[config.mk]
export PLATFORM = sky130hd
export DESIGN_NAME = mandelbrot_escape_time_flat
export DESIGN_NICKNAME = d
export VERILOG_FILES = /design/src/hw/rtl/mbet_pkg.sv /design/src/hw/rtl/mbet_if.sv /design/src/hw/rtl/mbet_apb_regs.sv /design/src/hw/rtl/mbet_mul.sv /design/src/hw/rtl/mbet_seq.sv /design/src/hw/rtl/mandelbrot_escape_time.sv /design/src/flat_wrapper.sv
export SDC_FILE = /design/constraint.sdc
export NUM_CORES = 2
export LEC_CHECK = 0
export BUFFER_PORTS_ARGS = -buffer_cell sky130_fd_sc_hd__buf_2
export CAP_MARGIN = 20
export CORE_UTILIZATION = 45
export DETAILED_ROUTE_END_ITERATION = 10
export PLACE_DENSITY = 0.68
export SLEW_MARGIN = 30
export SYNTH_ARGS = -nofsm -noshare
export SYNTH_HDL_FRONTEND = slang
export SYNTH_SLANG_ARGS = --single-unit
[constraint.sdc]
create_clock -name clk_i -period 30.9 [get_ports clk_i]
set_clock_uncertainty 0.05 [all_clocks]
set_input_delay 1.545 -clock clk_i [delete_from_list [all_inputs] [get_ports clk_i]]
set_output_delay 1.545 -clock clk_i [all_outputs]
set_load 0.05 [all_outputs]
[src/hw/rtl/mbet_pkg.sv]
// Package of the escape-time block: widths, reset values and a helper function.
`timescale 1ns / 1ps

package mbet_pkg;

  localparam int IN_W              = 32;
  localparam int CNT_W             = 12;
  localparam int FRACTION_BITS_DEF = 28;
  localparam int LIMB_W            = 32;

  localparam int APB_AW = 3;
  localparam int APB_DW = 32;

  localparam logic [CNT_W-1:0] LIMIT_RESET   = 12'd511;
  localparam logic             REG_LIMIT_IDX = 1'b0;

  // Magnitude bits of z: below 4 + |c|, c being any 32-bit input.
  function automatic int mag_width(input int fb);
    int m;
    m = (fb + 2 > IN_W - 1) ? fb + 2 : IN_W - 1;
    return m + 1;
  endfunction

endpackage

[src/hw/rtl/mbet_if.sv]
// Valid/ready channel interfaces for points in and iteration counts out.
`timescale 1ns / 1ps

interface mbet_point_if;
  logic                              valid;
  logic                              ready;
  logic signed [mbet_pkg::IN_W-1:0] c_real;
  logic signed [mbet_pkg::IN_W-1:0] c_imag;

  modport source (output valid, output c_real, output c_imag, input ready);
  modport sink (input valid, input c_real, input c_imag, output ready);
endinterface

interface mbet_count_if;
  logic                        valid;
  logic                        ready;
  logic [mbet_pkg::CNT_W-1:0] iteration_count;

  modport source (output valid, output iteration_count, input ready);
  modport sink (input valid, input iteration_count, output ready);
endinterface

[src/hw/rtl/mbet_apb_regs.sv]
// APB register file holding the iteration limit.
`timescale 1ns / 1ps

module mbet_apb_regs (
  input  logic                          clk_i,
  input  logic                          rst_ni,
  input  logic                          psel,
  input  logic                          penable,
  input  logic                          pwrite,
  input  logic [mbet_pkg::APB_AW-1:0]   paddr,
  input  logic [mbet_pkg::APB_DW-1:0]   pwdata,
  output logic [mbet_pkg::APB_DW-1:0]   prdata,
  output logic                          pready,
  output logic [mbet_pkg::CNT_W-1:0]    limit_o
);

  logic [mbet_pkg::CNT_W-1:0] limit_d, limit_q;
  logic                       hit;

  assign hit    = (paddr[mbet_pkg::APB_AW-1] == mbet_pkg::REG_LIMIT_IDX);
  assign pready = 1'b1;

  always_comb begin
    limit_d = limit_q;
    if (psel && penable && pwrite && hit) begin
      limit_d = pwdata[mbet_pkg::CNT_W-1:0];
    end
  end

  always_ff @(posedge clk_i or negedge rst_ni) begin
    if (!rst_ni) begin
      limit_q <= mbet_pkg::LIMIT_RESET;
    end else begin
      limit_q <= limit_d;
    end
  end

  assign prdata  = hit ? mbet_pkg::APB_DW'(limit_q) : '0;
  assign limit_o = limit_q;

endmodule

[src/hw/rtl/mbet_mul.sv]
// Shared unsigned multiplier, one 32x32 limb product per cycle while en_i is high, into an accumulator.
`timescale 1ns / 1ps

module mbet_mul #(
  parameter int OP_W = 32
) (
  input  logic                 clk_i,
  input  logic                 rst_ni,
  input  logic                 en_i,
  input  logic [OP_W-1:0]      a_i,
  input  logic [OP_W-1:0]      b_i,
  output logic                 done_o,
  output logic [2*((OP_W + mbet_pkg::LIMB_W - 1) / mbet_pkg::LIMB_W)
                 *mbet_pkg::LIMB_W-1:0] product_o
);

  localparam int LW     = mbet_pkg::LIMB_W;
  localparam int N      = (OP_W + LW - 1) / LW;
  localparam int PAD_W  = N * LW;
  localparam int ACC_W  = 2 * PAD_W;
  localparam int CW     = (N > 1) ? $clog2(N) : 1;
  localparam logic [CW-1:0] LAST = CW'(N - 1);

  logic [PAD_W-1:0]  a_pad, b_pad;
  logic [2*LW-1:0]   pp;
  logic [ACC_W-1:0]  acc_d, acc_q;
  logic [CW-1:0]     i_d, i_q, j_d, j_q;
  logic              first;

  assign a_pad = PAD_W'(a_i);
  assign b_pad = PAD_W'(b_i);
  assign pp    = a_pad[i_q*LW +: LW] * b_pad[j_q*LW +: LW];
  assign first = (i_q == '0) && (j_q == '0);

  always_comb begin
    acc_d = (first ? '0 : acc_q)
          + (ACC_W'(pp) << (LW * (int'(i_q) + int'(j_q))));
    i_d   = i_q;
    j_d   = j_q;
    if (en_i) begin
      if (j_q == LAST) begin
        j_d = '0;
        i_d = (i_q == LAST) ? '0 : CW'(i_q + 1'b1);
      end else begin
        j_d = CW'(j_q + 1'b1);
      end
    end
  end

  always_ff @(posedge clk_i or negedge rst_ni) begin
    if (!rst_ni) begin
      i_q <= '0;
      j_q <= '0;
    end else begin
      i_q <= i_d;
      j_q <= j_d;
    end
  end

  always_ff @(posedge clk_i) begin
    if (en_i) begin
      acc_q <= acc_d;
    end
  end

  assign done_o    = en_i && (i_q == LAST) && (j_q == LAST);
  assign product_o = acc_d;

endmodule

[src/hw/rtl/mbet_seq.sv]
// Iteration sequencer: z registers, escape test, update and result register.
`timescale 1ns / 1ps

module mbet_seq #(
  parameter int FRACTION_BITS = mbet_pkg::FRACTION_BITS_DEF
) (
  input  logic                              clk_i,
  input  logic                              rst_ni,
  input  logic [mbet_pkg::CNT_W-1:0]        limit_i,
  input  logic                              in_valid_i,
  output logic                              in_ready_o,
  input  logic signed [mbet_pkg::IN_W-1:0]  c_real_i,
  input  logic signed [mbet_pkg::IN_W-1:0]  c_imag_i,
  output logic                              out_valid_o,
  input  logic                              out_ready_i,
  output logic [mbet_pkg::CNT_W-1:0]        out_count_o,
  output logic                              mul_en_o,
  output logic [mbet_pkg::mag_width(FRACTION_BITS)-1:0] mul_a_o,
  output logic [mbet_pkg::mag_width(FRACTION_BITS)-1:0] mul_b_o,
  input  logic                              mul_done_i,
  input  logic [2*((mbet_pkg::mag_width(FRACTION_BITS) + mbet_pkg::LIMB_W - 1)
                 / mbet_pkg::LIMB_W)*mbet_pkg::LIMB_W-1:0] mul_product_i
);

  localparam int MAG_W = mbet_pkg::mag_width(FRACTION_BITS);
  localparam int Z_W   = MAG_W + 1;
  localparam int SQ_W  = 2 * MAG_W - FRACTION_BITS;
  localparam int IN_W  = mbet_pkg::IN_W;
  localparam int CNT_W = mbet_pkg::CNT_W;
  localparam logic [SQ_W:0] FOUR = (SQ_W + 1)'(4) << FRACTION_BITS;

  typedef enum logic [5:0] {
    ST_IDLE = 6'b000001,
    ST_SQX  = 6'b000010,
    ST_SQY  = 6'b000100,
    ST_XY   = 6'b001000,
    ST_UPD  = 6'b010000,
    ST_OUT  = 6'b100000
  } state_e;

  state_e                  state_d, state_q;
  logic [CNT_W-1:0]        count_d, count_q;
  logic                    out_valid_d, out_valid_q;
  logic [CNT_W-1:0]        out_count_d, out_count_q;
  logic signed [IN_W-1:0]  cr_d, cr_q, ci_d, ci_q;
  logic signed [Z_W-1:0]   x_d, x_q, y_d, y_q;
  logic [SQ_W-1:0]         x2_d, x2_q, y2_d, y2_q;
  logic [Z_W-1:0]          p_d, p_q;
  logic [Z_W-1:0]          ax_full, ay_full;
  logic [MAG_W-1:0]        ax, ay;
  logic [SQ_W:0]           sq_sum;
  logic                    escape;
  logic                    neg;
  logic                    load_out;

  assign ax_full = x_q[Z_W-1] ? Z_W'(-x_q) : Z_W'(x_q);
  assign ay_full = y_q[Z_W-1] ? Z_W'(-y_q) : Z_W'(y_q);
  assign ax      = ax_full[MAG_W-1:0];
  assign ay      = ay_full[MAG_W-1:0];
  assign sq_sum  = {1'b0, x2_q} + {1'b0, y2_q};
  assign escape  = (sq_sum >= FOUR);
  assign neg     = x_q[Z_W-1] ^ y_q[Z_W-1];

  assign mul_en_o = (state_q == ST_SQX) || (state_q == ST_SQY)
                 || ((state_q == ST_XY) && !escape);

  always_comb begin
    mul_a_o = ax;
    mul_b_o = ay;
    if (state_q == ST_SQX) begin
      mul_b_o = ax;
    end else if (state_q == ST_SQY) begin
      mul_a_o = ay;
    end
  end

  always_comb begin
    state_d     = state_q;
    count_d     = count_q;
    cr_d        = cr_q;
    ci_d        = ci_q;
    x_d         = x_q;
    y_d         = y_q;
    x2_d        = x2_q;
    y2_d        = y2_q;
    p_d         = p_q;
    out_count_d = out_count_q;
    load_out    = 1'b0;
    unique case (state_q)
      ST_IDLE: begin
        if (in_valid_i) begin
          cr_d    = c_real_i;
          ci_d    = c_imag_i;
          x_d     = Z_W'(c_real_i);
          y_d     = Z_W'(c_imag_i);
          count_d = '0;
          state_d = (limit_i == '0) ? ST_OUT : ST_SQX;
        end
      end
      ST_SQX: begin
        if (mul_done_i) begin
          x2_d    = mul_product_i[FRACTION_BITS +: SQ_W];
          state_d = ST_SQY;
        end
      end
      ST_SQY: begin
        if (mul_done_i) begin
          y2_d    = mul_product_i[FRACTION_BITS +: SQ_W];
          state_d = ST_XY;
        end
      end
      ST_XY: begin
        if (escape) begin
          state_d = ST_OUT;
        end else if (mul_done_i) begin
          p_d     = Z_W'(mul_product_i[FRACTION_BITS-1 +: MAG_W]);
          state_d = ST_UPD;
        end
      end
      ST_UPD: begin
        // squares are below 4 here, so the low Z_W bits carry them whole
        x_d     = $signed(x2_q[Z_W-1:0]) - $signed(y2_q[Z_W-1:0]) + Z_W'(cr_q);
        y_d     = (neg ? -$signed(p_q) : $signed(p_q)) + Z_W'(ci_q);
        count_d = count_q + 1'b1;
        state_d = (count_d == limit_i) ? ST_OUT : ST_SQX;
      end
      ST_OUT: begin
        if (!out_valid_q || out_ready_i) begin
          out_count_d = count_q;
          load_out    = 1'b1;
          state_d     = ST_IDLE;
        end
      end
      default: begin
        state_d = ST_IDLE;
      end
    endcase
  end

  always_comb begin
    out_valid_d = out_valid_q;
    if (out_ready_i) begin
      out_valid_d = 1'b0;
    end
    if (load_out) begin
      out_valid_d = 1'b1;
    end
  end

  always_ff @(posedge clk_i or negedge rst_ni) begin
    if (!rst_ni) begin
      state_q     <= ST_IDLE;
      count_q     <= '0;
      out_valid_q <= 1'b0;
    end else begin
      state_q     <= state_d;
      count_q     <= count_d;
      out_valid_q <= out_valid_d;
    end
  end

  always_ff @(posedge clk_i) begin
    cr_q        <= cr_d;
    ci_q        <= ci_d;
    x_q         <= x_d;
    y_q         <= y_d;
    x2_q        <= x2_d;
    y2_q        <= y2_d;
    p_q         <= p_d;
    out_count_q <= out_count_d;
  end

  assign in_ready_o  = (state_q == ST_IDLE);
  assign out_valid_o = out_valid_q;
  assign out_count_o = out_count_q;

endmodule

[src/hw/rtl/mandelbrot_escape_time.sv]
// Each iteration forms x*x, y*y and x*y on the shared 32x32 multiplier, then updates z
// (ST_SQX, ST_SQY, ST_XY, ST_UPD); a point whose squares sum to 4 or more escapes in
// ST_XY without the third product, and its count goes out when the limit or escape stops it.
// Throughput: one point at a time, ready again in the cycle that the count is registered.
// Reset: asynchronous, active low; iteration limit returns to 511, sequencer to idle.
`timescale 1ns / 1ps

module mandelbrot_escape_time #(
  parameter int FRACTION_BITS = mbet_pkg::FRACTION_BITS_DEF
) (
  input  logic                         clk_i,
  input  logic                         rst_ni,
  input  logic                         psel,
  input  logic                         penable,
  input  logic                         pwrite,
  input  logic [mbet_pkg::APB_AW-1:0]  paddr,
  input  logic [mbet_pkg::APB_DW-1:0]  pwdata,
  output logic [mbet_pkg::APB_DW-1:0]  prdata,
  output logic                         pready,
  mbet_point_if.sink                   point_i,
  mbet_count_if.source                 count_o
);

  localparam int MAG_W  = mbet_pkg::mag_width(FRACTION_BITS);
  localparam int N      = (MAG_W + mbet_pkg::LIMB_W - 1) / mbet_pkg::LIMB_W;
  localparam int PROD_W = 2 * N * mbet_pkg::LIMB_W;

  logic [mbet_pkg::CNT_W-1:0] limit;
  logic                       mul_en;
  logic [MAG_W-1:0]           mul_a, mul_b;
  logic                       mul_done;
  logic [PROD_W-1:0]          mul_product;

  mbet_apb_regs u_regs (
    .clk_i   (clk_i),
    .rst_ni  (rst_ni),
    .psel    (psel),
    .penable (penable),
    .pwrite  (pwrite),
    .paddr   (paddr),
    .pwdata  (pwdata),
    .prdata  (prdata),
    .pready  (pready),
    .limit_o (limit)
  );

  mbet_mul #(
    .OP_W (MAG_W)
  ) u_mul (
    .clk_i     (clk_i),
    .rst_ni    (rst_ni),
    .en_i      (mul_en),
    .a_i       (mul_a),
    .b_i       (mul_b),
    .done_o    (mul_done),
    .product_o (mul_product)
  );

  mbet_seq #(
    .FRACTION_BITS (FRACTION_BITS)
  ) u_seq (
    .clk_i         (clk_i),
    .rst_ni        (rst_ni),
    .limit_i       (limit),
    .in_valid_i    (point_i.valid),
    .in_ready_o    (point_i.ready),
    .c_real_i      (point_i.c_real),
    .c_imag_i      (point_i.c_imag),
    .out_valid_o   (count_o.valid),
    .out_ready_i   (count_o.ready),
    .out_count_o   (count_o.iteration_count),
    .mul_en_o      (mul_en),
    .mul_a_o       (mul_a),
    .mul_b_o       (mul_b),
    .mul_done_i    (mul_done),
    .mul_product_i (mul_product)
  );

endmodule

[src/flat_wrapper.sv]
// flat-port wrapper written by rule: the top's interface ports become plain ports
module mandelbrot_escape_time_flat 
#(
  parameter int FRACTION_BITS = mbet_pkg::FRACTION_BITS_DEF
)
  (clk_i, rst_ni, psel, penable, pwrite, paddr, pwdata, prdata, pready, point_i_valid, point_i_c_real, point_i_c_imag, point_i_ready, count_o_valid, count_o_iteration_count, count_o_ready);
  mbet_point_if point_i_i ();
  mbet_count_if count_o_i ();
  input  logic clk_i;
  input  logic rst_ni;
  input  logic psel;
  input  logic penable;
  input  logic pwrite;
  input  logic [mbet_pkg::APB_AW-1:0] paddr;
  input  logic [mbet_pkg::APB_DW-1:0] pwdata;
  output logic [mbet_pkg::APB_DW-1:0] prdata;
  output logic pready;
  input wire logic [$bits(point_i_i.valid)-1:0] point_i_valid;
  input wire logic [$bits(point_i_i.c_real)-1:0] point_i_c_real;
  input wire logic [$bits(point_i_i.c_imag)-1:0] point_i_c_imag;
  output wire logic [$bits(point_i_i.ready)-1:0] point_i_ready;
  output wire logic [$bits(count_o_i.valid)-1:0] count_o_valid;
  output wire logic [$bits(count_o_i.iteration_count)-1:0] count_o_iteration_count;
  input wire logic [$bits(count_o_i.ready)-1:0] count_o_ready;
  assign point_i_i.valid = point_i_valid;
  assign point_i_i.c_real = point_i_c_real;
  assign point_i_i.c_imag = point_i_c_imag;
  assign point_i_ready = point_i_i.ready;
  assign count_o_valid = count_o_i.valid;
  assign count_o_iteration_count = count_o_i.iteration_count;
  assign count_o_i.ready = count_o_ready;
  mandelbrot_escape_time #(.FRACTION_BITS(FRACTION_BITS)) u_core (.clk_i(clk_i), .rst_ni(rst_ni), .psel(psel), .penable(penable), .pwrite(pwrite), .paddr(paddr), .pwdata(pwdata), .prdata(prdata), .pready(pready), .point_i(point_i_i), .count_o(count_o_i));
endmodule
==> results by group <==
Final layout
  – Finished Layout Cells: about 6900
  – Final nets: 6835
  – Fillers: between 10000 and 15000
  – Area Growth Syn to Fin: 6.56%
  – Share of cells above drive strength 1: under 10%

Clock tree
  – CTS resizes: 0
  – CTS buffer count: 31
  – H-tree Lvls: 1
  – Clock Root Buffer: clkbuf_16
  – Post-CTS Setup Bufs: 0
  – Clk slew on worst S/H paths: 0.06 ns
  – CTS Buffer Depth: 3
  – Later-pin clock latency in the skew report: roughly 0.60 ns
  – CTS Hold Buffers Added: 0
  – CTS tree: yes
  – CTS Sinks: ~280

Placed design
  – Placed cells: ~7000
  – Final GP Congestion: ~0.97
  – DP Wirelength: 116 mm
  – IO Port Bufs: roughly 110

Logic synthesis
  – Post-synthesis register bit count: between 200 and 300
  – Cell variety after synth: slightly below 90
  – Post-synth EDFFs: between 200 and 250
  – Post-Syn Area per Cell: slightly above 9 µm²
  – YS warnings: 0
  – Mapped Cells: 5421
  – Top FF cell, synth: edfxtp_1
  – Netlist Area Pre-Place: around 50000 µm²
  – Seq/Total Area, Yosys: between 15 and 20%
  – Share of synthesized flip-flops with an asynchronous set or reset: around 11%

STA
  – Fin. max-slew vios: 0
  – Final period util: 37.9%
  – Tmin final: between 10 and 15 ns
  – Fmax: 85.5 MHz
  – Slew headroom: 34.2%
  – Worst Max-Slew Pin Slew: a little under 1 ns
  – Final Hold Violating Endpoints: 0
  – Final setup violation count: 0
  – Unrepaired setup endpoints after global routing: false
  – Final setup TNS: 0 ns

Floorplanning
  – Die width: ~330 µm
  – Number of cell rows: 121
  – Initial Util: between 40% and 50%
  – Core region area: 109000 µm²
  – Die Area: about 110000 µm²
  – Die Ht: between 300 and 400 µm
  – Ports: roughly 150

Global routing
  – GR Overflow Total: 0
  – Global-route wire length before repair: roughly 230 mm
  – Initial antenna violation count: 2
  – Largest net degree at the start of global routing: 75
  – Total GRT Usage: 27.4%
  – Vias in the first global route: roughly 40000

Routing
  – Routed wire length: around 150 mm
  – 1st-pass router iterations: 6
  – Via count: between 30000 and 40000
  – Routed Antenna Nets: 0
  – Initial DRC Count: approximately 3700
  – Wire length per cell: between 20 and 25 µm
  – DRC: 0
  – Via-per-instance ratio: between 5 and 6

Status
  – Outcome: finished clean

Worst setup path
  – Critical path arrival: roughly 12 ns
  – CP max stage delay: ~0.75 ns
  – Element type at the critical path end: flip-flop
  – Slowest cell on crit path: nor3_1
  – Max FO, Critical Path: 69
  – Worst Setup Start Kind: flip-flop
  – Critical path class: reg -> reg
  – Cell mode on critical path: fa_1
  – CP required: roughly 31 ns

Job
  – Max Cap Violations: 0

Hold path
  – Hold crit path type: reg -> reg
-- through the flow --
| stage | setup WS [ns] | hold WS [ns] | util (%) | cell area, µm² |
|---|---|---|---|---|
| detailed placement | 19.39 | 0.454 | 47.5 | 51800 |
| CTS | 19.33 | 0.480 | 48.5 | 52800 |
| finish | 19.20 | 0.479 | 48.5 | 52900 |
| global placement | 19.53 | 0.451 | 47.5 | 51800 |
| floorplan | 21.06 | 0.423 | - | 49700 |
| global route | 18.77 | 0.513 | 48.5 | 52800 |
-- final timing paths --
| path | from | end | slack (ns) | cells past startpoint |
|---|---|---|---|---|
| max in group asynchronous | rst_ni | u_core.u_seq.state_q[1]$_DFFE_PN0P_ | 29.41 | 1 |
| min in group asynchronous | rst_ni | u_core.u_regs.limit_o[9]$_DFFE_PN0P_ | 0.94 | 1 |
| worst max register to register | u_core.u_seq.state_q[3]$_DFFE_PN0P_ | u_core.u_seq.p_q[19]$_DFFE_PP_ | 19.20 | 31 |
| worst min register to register | u_core.u_seq.count_q[1]$_DFFE_PN0P_ | u_core.u_seq.out_count_o[1]$_DFFE_PP_ | 0.48 | 0 |
| worst min-delay path | u_core.u_seq.count_q[1]$_DFFE_PN0P_ | u_core.u_seq.out_count_o[1]$_DFFE_PP_ | 0.48 | 0 |
| worst max-delay path | u_core.u_seq.state_q[3]$_DFFE_PN0P_ | u_core.u_seq.p_q[19]$_DFFE_PP_ | 19.20 | 31 |
-- synthesized netlist by cell type, types with 38 or more instances --
cell type	n	area [µm²]
a21o_1	71	533
a21oi_1	155	776
clkbuf_1	189	709
edfxtp_1	246	7390
fa_1	929	18600
ha_1	365	4570
inv_1	1028	3860
nand2_1	701	2630
nand2b_1	38	238
nand3_1	43	215
nor2_1	705	2650
o21ai_0	178	891
xnor2_1	102	893
xor2_1	109	955
-- metal layers --
metal / wire length (µm) / GRT usage, %
met5: 0 / 0
met1: 57500 / 35.4
met4: 8350 / 12.1
met3: 15900 / 6.28
met2: 68300 / 44.0
-- critical path: cells and delay by family (launching register included) --
kind | cells | cell delay (ns)
xor gates and xnor gates | 1 | 0.68
AOI/OAI and AO/OA | 6 | 1.32
and+or+nand+nor | 8 | 2.89
DFF | 1 | 0.53
buffers and inverters | 7 | 1.50
adders and majority gates | 9 | 4.30
-- sequential cells by signal, indices dropped and copies added, names as in the netlist --
signal / count
u_core.u_seq.x_q: 33
u_core.u_seq.out_valid_o: 1
u_core.u_seq.y_q: 33
u_core.u_seq.count_q: 12
u_core.u_seq.state_q: 6
u_core.u_seq.out_count_o: 12
u_core.u_seq.cr_q: 32
u_core.u_seq.p_q: 32
u_core.u_seq.ci_q: 32
u_core.u_seq.x2_q: 36
u_core.u_seq.y2_q: 36
u_core.u_regs.limit_o: 12
-- cells by family (layout without fill, tap and decap cells) --
logic type / count (synthesis) / in the layout / synth area share (%)
DFF: 277 / 277 / 16.5
AOI/OAI and AO/OA: 602 / 602 / 7.68
muxes: 36 / 36 / 0.759
buffers and inverters: 1281 / 1301 / 10.0
and+or+nand+nor: 1718 / 1718 / 14.6
adders and majority gates: 1294 / 1294 / 46.7
other: 2 / 23 / 0.0151
xor gates and xnor gates: 211 / 211 / 3.73
-- cell usage in the layout, fill, tap and decap left out, types with 38 or more instances in the layout --
cell and count:
inv_1 1026, fa_1 929, nor2_1 702, nand2_1 697, ha_1 365, edfxtp_1 246, o21ai_0 174, a21oi_1 154
xor2_1 109, buf_2 109, buf_4 103, xnor2_1 102, a21o_1 71, nand3_1 43, nand2b_1 38
-- final cells by class --
class,instances,area (µm²),share of cell area [%]
Tap cell,1414,1770,3.35
Antenna cell,2,5.00,0.00947
Clock inverter,20,193,0.365
Timing Repair Buffer,213,1330,2.52
Sequential cell,277,8180,15.5
Clock buffer,38,842,1.59
Inverter,1030,3870,7.32
Multi-Input combinational cell,3882,36700,69.4
Power is not shown: default switching activity piles up to over one toggle a cycle in this logic, so the estimate is an artifact.
